**config.mk**
```make
export PLATFORM = sky130hd
export DESIGN_NAME = agcp_ctrl
export DESIGN_NICKNAME = d
export VERILOG_FILES = /design/src/rtl/and_gate_constraint_propagator_assert.svh /design/src/rtl/agcp_pkg.sv /design/src/rtl/agcp_ctrl.sv
export SDC_FILE = /design/constraint.sdc
export NUM_CORES = 1
export LEC_CHECK = 0
export BUFFER_PORTS_ARGS = -buffer_cell sky130_fd_sc_hd__clkbuf_2
export CORE_MARGIN = 5
export CORE_UTILIZATION = 40
export CTS_CLUSTER_DIAMETER = 40
export DETAILED_ROUTE_END_ITERATION = 6
export GPL_ROUTABILITY_DRIVEN = 0
export GPL_TIMING_DRIVEN = 0
export HOLD_SLACK_MARGIN = 0.02
export PLACE_DENSITY = 0.74
export REMOVE_ABC_BUFFERS = 1
export SLEW_MARGIN = 20
export SYNTH_ARGS = -nofsm -noshare
export SYNTH_HDL_FRONTEND = slang
export SYNTH_SLANG_ARGS = --single-unit
```
**constraint.sdc**
```tcl
create_clock -name i_clk -period 2.9 [get_ports i_clk]
set_input_delay 0.58 -clock i_clk [delete_from_list [all_inputs] [get_ports i_clk]]
set_output_delay 0.58 -clock i_clk [all_outputs]
set_load 0.05 [all_outputs]
```
**src/rtl/and_gate_constraint_propagator_assert.svh**
```systemverilog
// Assertion macros shared by the propagator RTL.
// Each expects i_clk and i_rst_n to be visible where it is used.
`ifndef AND_GATE_CONSTRAINT_PROPAGATOR_ASSERT_SVH
`define AND_GATE_CONSTRAINT_PROPAGATOR_ASSERT_SVH

// The consequent must hold in the same cycle as the antecedent.
`define AGCP_ASSERT_SAME(lbl, ante, cons, msg) \
    lbl: assert property (@(posedge i_clk) disable iff (!i_rst_n) (ante) |-> (cons)) \
        else $error(msg);

// The consequent must hold in the cycle after the antecedent.
`define AGCP_ASSERT_NEXT(lbl, ante, cons, msg) \
    lbl: assert property (@(posedge i_clk) disable iff (!i_rst_n) (ante) |=> (cons)) \
        else $error(msg);

`endif

```
**src/rtl/agcp_pkg.sv**
```systemverilog
`timescale 1ns / 1ps
// Shared types, constants and codes of the AND-gate constraint propagator.
// No dependencies.
package agcp_pkg;

    localparam int MAX_VARS      = 4096;
    localparam int MAX_EQUATIONS = 4096;
    localparam int VAR_AW        = $clog2(MAX_VARS);
    localparam int EQ_AW         = $clog2(MAX_EQUATIONS);
    localparam int LIT_W         = 13;
    localparam int GATE_W        = 3 * LIT_W;
    localparam int CFG_EQ_W      = 13;
    localparam int CFG_VAR_W     = 12;
    localparam int PADDR_W       = 3;
    localparam int PDATA_W       = 32;

    typedef enum logic [2:0] {
        OP_LOAD  = 3'd0,
        OP_WRITE = 3'd1,
        OP_CLEAR = 3'd2,
        OP_SOLVE = 3'd3,
        OP_READ  = 3'd4
    } t_op;

    typedef struct packed {
        logic [2:0]       op;
        logic [11:0]      eq_index;
        logic [LIT_W-1:0] out_lit;
        logic [LIT_W-1:0] in_lit_a;
        logic [LIT_W-1:0] in_lit_b;
        logic [11:0]      var_index;
        logic             var_bit;
        logic             var_known;
    } t_in_word;

    typedef struct packed {
        logic status;
        logic all_fixed;
        logic read_bit;
        logic read_known;
    } t_out_word;

    typedef enum logic [3:0] {
        ST_INIT, ST_IDLE, ST_CLR, ST_RDV, ST_GATE, ST_VX, ST_VY,
        ST_VZ, ST_WZ, ST_EVAL, ST_WR2, ST_FIN
    } t_state;

    typedef enum logic [1:0] {
        VS_IN, VS_X, VS_Y, VS_Z
    } t_vsel;

    typedef struct packed {
        logic  acc;
        logic  push;
        logic  gate_wr;
        logic  gate_rd;
        logic  var_wr_in;
        logic  var_rd;
        t_vsel vsel;
        logic  lat_x;
        logic  lat_y;
        logic  lat_z;
        logic  lat_read;
        logic  sweep_wr;
        logic  j_one;
        logic  j_inc;
        logic  k_clr;
        logic  k_inc;
        logic  chg_clr;
        logic  chg_set;
        logic  ded_wr1;
        logic  ded_wr2;
        logic  set_status;
        logic  set_fixed;
    } t_cmd;

    typedef struct packed {
        logic slot_free;
        logic j_last;
        logic j_over;
        logic k_done;
        logic changed;
        logic conflict;
        logic deduced;
        logic wr1_en;
        logic wr2_en;
        logic chk_fail;
    } t_sts;

endpackage

```
**src/rtl/agcp_ctrl.sv**
```systemverilog
`timescale 1ns / 1ps
// Sequencer of the propagator: clearing sweeps, gate passes and result hand-off.
// Depends on agcp_pkg.
module agcp_ctrl (
    input  logic            i_clk,
    input  logic            i_rst_n,
    input  logic            i_in_valid,
    input  logic [2:0]      i_op,
    input  agcp_pkg::t_sts  i_sts,
    output logic            o_in_ready,
    output agcp_pkg::t_cmd  o_cmd
);
    import agcp_pkg::*;

    t_state r_state, n_state;
    logic   r_chk, n_chk;

    always_ff @(posedge i_clk) begin
        if (!i_rst_n) begin
            r_state <= ST_INIT;
            r_chk   <= 1'b0;
        end else begin
            r_state <= n_state;
            r_chk   <= n_chk;
        end
    end

    always_comb begin
        n_state    = r_state;
        n_chk      = r_chk;
        o_cmd      = '0;
        o_in_ready = 1'b0;
        case (r_state)
            ST_INIT: begin
                o_cmd.sweep_wr = 1'b1;
                o_cmd.j_inc    = 1'b1;
                if (i_sts.j_last) begin
                    n_state = ST_IDLE;
                end
            end
            ST_IDLE: begin
                o_in_ready = i_sts.slot_free;
                if (i_in_valid && i_sts.slot_free) begin
                    o_cmd.acc = 1'b1;
                    case (i_op)
                        OP_LOAD: begin
                            o_cmd.gate_wr = 1'b1;
                            o_cmd.push    = 1'b1;
                        end
                        OP_WRITE: begin
                            o_cmd.var_wr_in = 1'b1;
                            o_cmd.push      = 1'b1;
                        end
                        OP_CLEAR: begin
                            o_cmd.j_one = 1'b1;
                            n_state     = ST_CLR;
                        end
                        OP_SOLVE: begin
                            o_cmd.k_clr   = 1'b1;
                            o_cmd.chg_clr = 1'b1;
                            n_chk         = 1'b0;
                            n_state       = ST_GATE;
                        end
                        OP_READ: begin
                            o_cmd.var_rd = 1'b1;
                            o_cmd.vsel   = VS_IN;
                            n_state      = ST_RDV;
                        end
                        default: begin
                            o_cmd.push = 1'b1;
                        end
                    endcase
                end
            end
            ST_CLR: begin
                if (i_sts.j_over) begin
                    n_state = ST_FIN;
                end else begin
                    o_cmd.sweep_wr = 1'b1;
                    o_cmd.j_inc    = 1'b1;
                end
            end
            ST_RDV: begin
                o_cmd.lat_read = 1'b1;
                n_state        = ST_FIN;
            end
            ST_GATE: begin
                if (i_sts.k_done) begin
                    o_cmd.k_clr = 1'b1;
                    if (r_chk) begin
                        o_cmd.set_fixed = 1'b1;
                        n_state         = ST_FIN;
                    end else if (i_sts.changed) begin
                        o_cmd.chg_clr = 1'b1;
                    end else begin
                        n_chk = 1'b1;
                    end
                end else begin
                    o_cmd.gate_rd = 1'b1;
                    n_state       = ST_VX;
                end
            end
            ST_VX: begin
                o_cmd.var_rd = 1'b1;
                o_cmd.vsel   = VS_X;
                n_state      = ST_VY;
            end
            ST_VY: begin
                o_cmd.lat_x  = 1'b1;
                o_cmd.var_rd = 1'b1;
                o_cmd.vsel   = VS_Y;
                n_state      = ST_VZ;
            end
            ST_VZ: begin
                o_cmd.lat_y  = 1'b1;
                o_cmd.var_rd = 1'b1;
                o_cmd.vsel   = VS_Z;
                n_state      = ST_WZ;
            end
            ST_WZ: begin
                o_cmd.lat_z = 1'b1;
                n_state     = ST_EVAL;
            end
            ST_EVAL: begin
                if (r_chk) begin
                    if (i_sts.chk_fail) begin
                        n_state = ST_FIN;
                    end else begin
                        o_cmd.k_inc = 1'b1;
                        n_state     = ST_GATE;
                    end
                end else if (i_sts.conflict) begin
                    o_cmd.set_status = 1'b1;
                    n_state          = ST_FIN;
                end else begin
                    o_cmd.ded_wr1 = i_sts.wr1_en;
                    o_cmd.chg_set = i_sts.deduced;
                    if (i_sts.wr2_en) begin
                        n_state = ST_WR2;
                    end else begin
                        o_cmd.k_inc = 1'b1;
                        n_state     = ST_GATE;
                    end
                end
            end
            ST_WR2: begin
                o_cmd.ded_wr2 = 1'b1;
                o_cmd.k_inc   = 1'b1;
                n_state       = ST_GATE;
            end
            ST_FIN: begin
                if (i_sts.slot_free) begin
                    o_cmd.push = 1'b1;
                    n_state    = ST_IDLE;
                end
            end
            default: begin
                n_state = ST_IDLE;
            end
        endcase
    end
endmodule

```
; ---- Yosys cells after proc, flatten, opt, wreduce, memory -nomap -nowiden
; Index checks and enable logic that the tools add are counted.
[totals]
regBits = 5
out_inout_bits = 24
wordCells = 97
[op_classes]
n_eq_ne = 23
n_mux = 65
reduce_logical = 7
[op_table]
columns = cell, n
row1 = 4-bit one-hot mux with 12 select lines, 1
row2 = 4-bit two-way mux, 11
row3 = 1-bit two-way mux, 40
row4 = "4-bit by 3-bit equality test with 1-bit output, second input constant", 4
row5 = "4-bit equality test, second input constant", 4
row6 = 1-bit one-hot mux with 2 select lines, 6
row7 = 3-bit one-hot mux with 4 select lines, 1
row8 = 4-bit one-hot mux with 3 select lines, 1
row9 = "2-bit inequality test, second input constant", 5
row10 = "4-bit by 2-bit equality test with 1-bit output, second input constant", 2
row11 = "3-bit by 2-bit equality test with 1-bit output, second input constant", 2
row12 = 2-bit two-way mux, 3
row13 = 3-bit two-way mux, 2
row14 = 6-bit AND reduction, 1
row15 = "4-bit by 1-bit equality test with 1-bit output, second input constant", 1
row16 = 4-bit logical NOT, 1
row17 = "4-bit by 1-bit inequality test with 1-bit output, second input constant", 1
row18 = 4-bit AND reduction, 1
row19 = "3-bit by 1-bit equality test with 1-bit output, second input constant", 1
row20 = "3-bit equality test, second input constant", 1
row21 = 3-bit logical NOT, 1
row22 = "3-bit inequality test, second input constant", 1
row23 = 3-bit OR reduction, 1
row24 = "2-bit by 1-bit inequality test with 1-bit output, second input constant", 1
row25 = other kinds (2), 2

; ---- Longest topological paths before layout
[depth]
depth_word = 5
mapped_depth = 6

; ---- Least setup slack after synthesis
; OpenSTA, ideal clock, no wires.
[synth_path]
path_kind = register to output
start = register r_state[3]
end = output o_cmd[10] in the netlist's numbering
arrival_time_ps = 3758
required_time_ps = 2320
path_slack_ps = -1438
path_stages_with_launch = 5
cell_sequence = dfxtp_1 > clkbuf_1 > buf_2 > a2111oi_0 > buf_4
[synth_rtl]
columns = element, line_no
row1 = from (decl), agcp_ctrl.sv:15  ; t_state r_state, n_state;
row2 = from (signal assigned), agcp_ctrl.sv:23  ; r_state <= n_state;
row3 = to (decl), agcp_ctrl.sv:11  ; output agcp_pkg::t_cmd o_cmd

==> implementation parameters <==
Parameter                              Value

STA
  Highest Clock Rate    approximately 0.38 GHz
  Number of hold-slack violations in the final timing report    0
  Slack of the critical path    234 ps
  Fin crit share    just over 90%
  Tightest Pin Transition    ~730 ps
  Largest clock skew in the final design    5.23 ps
  Max-slew violations    0
  Final count of negative-setup-slack endpoints    0
  Relative slew slack    between 50 and 60%
  Worst Hold Slack    approximately 620 ps
  Minimum period implied by the final worst setup slack    around 2700 ps
  RSZ-0062 raised after global routing    no

Synth
  Fraction of registers with async set/reset    0%
  Most common cell in the netlist    sky130_fd_sc_hd__nand2_1
  Post-Syn Area    698 sq um
  Area share of the largest cell type after synthesis    between 10 and 15%
  Unique masters post-synth    39
  Synthesis warning total    0
  Synthesized instance count    around 110
  Top FF cell, synth    sky130_fd_sc_hd__dfxtp_1
  Largest area contributor in the netlist    sky130_fd_sc_hd__dfxtp_1
  Sequential element share of the synthesized area    between 10% and 20%
  Most common library cells after synthesis    16 x sky130_fd_sc_hd__nand2_1, 12 x sky130_fd_sc_hd__nor2_1, 7 x sky130_fd_sc_hd__nor3_1, 6 x sky130_fd_sc_hd__a21oi_1
  Average cell area after synthesis    ~6.5 sq um
  Flip-flop and latch count after synthesis    5
  Number of enable-type register cells in the synthesized netlist    0
  Synth top area cells    sky130_fd_sc_hd__dfxtp_1 14%, sky130_fd_sc_hd__nand2_1 8.6%, sky130_fd_sc_hd__nor2_1 6.5%, sky130_fd_sc_hd__nor3_1 5.0%, sky130_fd_sc_hd__a21oi_1 4.3%

Layout
  Area taken by multi-input logic gates    547 sq um
  Share of post-route cells with drive strength above 1    about a third
  Area of all sequential standard cells    approximately 100 sq um
  Area delta synth->final    29.7%
  Net total in the final layout    between 150 and 200
  ANT cells    0
  Final-layout fill cell count    approximately 180

Placement
  Half-perimeter wire length after detailed placement    1680 microns
  Number of buffer cells added on primary ports    39
  Post-placement worst setup slack    between 300 and 400 ps

Pwr
  Total chip power    0.000327 W
  Static Leakage    0.448 nW
  Max IR drop VDD    roughly 160 uV
  Total power per unit cell area    between 300 and 400 nW/um^2

GRT
  Antenna violations before repair    0
  Global Route Usage Sum    between 10% and 20%
  First-pass GRT wire length    between 3000 and 4000 microns
  Largest net degree at the start of global routing    25
  Vias in the first global route    just over 800
  Overall overflow remaining after global route    0

Setup path
  Startpoint-to-endpoint class of the critical path    register to output port
  Data arrival time of the critical path    2090 ps
  Worst EP required    between 2000 and 2500 ps
  Crit. End Element    output port
  Launching element type of the critical path    register
  Critical-path maximum fanout    23

Route
  Final wirelength    around 2200 microns
  Number of nets still failing antenna checks after routing    0
  Total iterations of the first detailed-routing run    4
  DRC    0
  Violation count after the first detailed-route iteration    10
  Via count    ~930
  Wire per inst    approximately 13 microns
  Via count normalized by instance count    5.82

CTS
  TritonCTS clock tree    built
  H-tree lvl count    1
  CTS sink count    5
  Clock buffer count from CTS    3
  Buffer levels on the longest clock path    2
  Clock latency of the later-clocked register in the worst-skew pair    ~240 ps
  Root cell of the clock tree    sky130_fd_sc_hd__clkbuf_4
  Clock transition time at the flip-flop clock pins of the worst setup and hold paths    40 ps

Floorplanning
  Number of ports placed on the die boundary    40
  Die outline height    slightly above 50 microns
  CORE AREA    1690 sq um
  Starting density of the core    roughly 41%
  Die width    between 50 and 60 microns
  Total Die Area    between 2000 and 3000 sq um
  Row count    15

Flow run
  Max cap viols    0

Outcome
  Outcome    finished, final reports clean

Min path
  Min-Delay Path Class    primary input to register
layout by cell type (no fill, tap or decap), types with 2 or more instances in the layout:
| master | n |
|---|---|
| sky130_fd_sc_hd__clkbuf_2 | 39 |
| sky130_fd_sc_hd__nand2_1 | 16 |
| sky130_fd_sc_hd__nor2_1 | 12 |
| sky130_fd_sc_hd__nor3_1 | 7 |
| sky130_fd_sc_hd__a21oi_1 | 6 |
| sky130_fd_sc_hd__inv_1 | 4 |
| sky130_fd_sc_hd__nor2b_1 | 4 |
| sky130_fd_sc_hd__dfxtp_1 | 4 |
| sky130_fd_sc_hd__nand2b_1 | 3 |
| sky130_fd_sc_hd__o21ai_0 | 3 |
| sky130_fd_sc_hd__and2_1 | 3 |
| sky130_fd_sc_hd__nor4_1 | 3 |
| sky130_fd_sc_hd__o211ai_1 | 3 |
| sky130_fd_sc_hd__clkbuf_4 | 3 |
| sky130_fd_sc_hd__or3_4 | 2 |
| sky130_fd_sc_hd__nand3_1 | 2 |
| sky130_fd_sc_hd__o22ai_1 | 2 |
| sky130_fd_sc_hd__and3b_1 | 2 |
| sky130_fd_sc_hd__a21boi_0 | 2 |
| sky130_fd_sc_hd__a211oi_1 | 2 |
| sky130_fd_sc_hd__a31oi_1 | 2 |
what timing repair did:
| item | in CTS | in global routing |
|---|---|---|
| setup endpoints to repair | 0 | 7 |
| buffers inserted | 0 | 0 |
| gates resized for setup | 0 | 1 |
| hold buffers | 0 | 0 |
worst paths after layout:
path	slack, ps	to	cells after the start	startpoint
worst min-delay path	620	r_state[3]$_SDFFE_PN0P_	2	i_rst_n
worst max register to register	970	r_state[3]$_SDFFE_PN0P_	5	r_state[3]$_SDFFE_PN0P_
worst max-delay path	230	o_cmd[5]	4	r_state[3]$_SDFFE_PN0P_
worst min register to register	660	r_state[0]$_SDFFE_PN0P_	2	r_state[0]$_SDFFE_PN0P_
layer usage:
layer	track usage [%]	routed length (microns)
met3	1.15	101
met2	29.9	1120
met1	19.3	903
met5	0	0
met4	7.42	26
power breakdown:
part	total (W)	switching, W	internal, W
Clock	0.0000794	0.0000274	0.0000519
Combinational	0.000149	0.0000941	0.0000551
Sequential	0.0000985	0.0000247	0.0000738
Total	0.000327	0.000146	0.000181
cells by family after synthesis:
kind of cell	Yosys count	synth area share, %
and+or+nand+nor	60	45.9
AOI/OAI and AO/OA	30	31.2
DFF	5	14.3
buffers and inverters	11	7.35
xor gates and xnor gates	1	1.25
registers in the layout, indices dropped and copies added (netlist names):
name,count
r_chk,1
r_state,4
stage by stage:
stage,instance area [sq um],cells,setup TNS [ps],utilization [%]
floorplan,662,100,-6670,-
global placement,878,156,0,52.0
detailed placement,878,156,0,52.0
CTS,905,160,0,53.6
global route,906,160,0,53.6
finish,906,160,0,53.6
final cells by class:
| cell class | instances | share of cell area [%] |
|---|---|---|
| well taps | 17 | 2.35 |
| multi-input cells | 91 | 60.4 |
| repair buffers | 39 | 21.5 |
| inverters | 4 | 1.66 |
| clock buffers | 4 | 2.90 |
| flip-flops and latches | 5 | 11.2 |
worst max-delay path, cell delays in order (launching register included):
cell	delay, ps
sky130_fd_sc_hd__dfxtp_1	530
sky130_fd_sc_hd__or3_4	500
sky130_fd_sc_hd__or3_4	350
sky130_fd_sc_hd__o21ai_0	160
sky130_fd_sc_hd__clkbuf_2	300
Power figures use the tool's default switching activity.
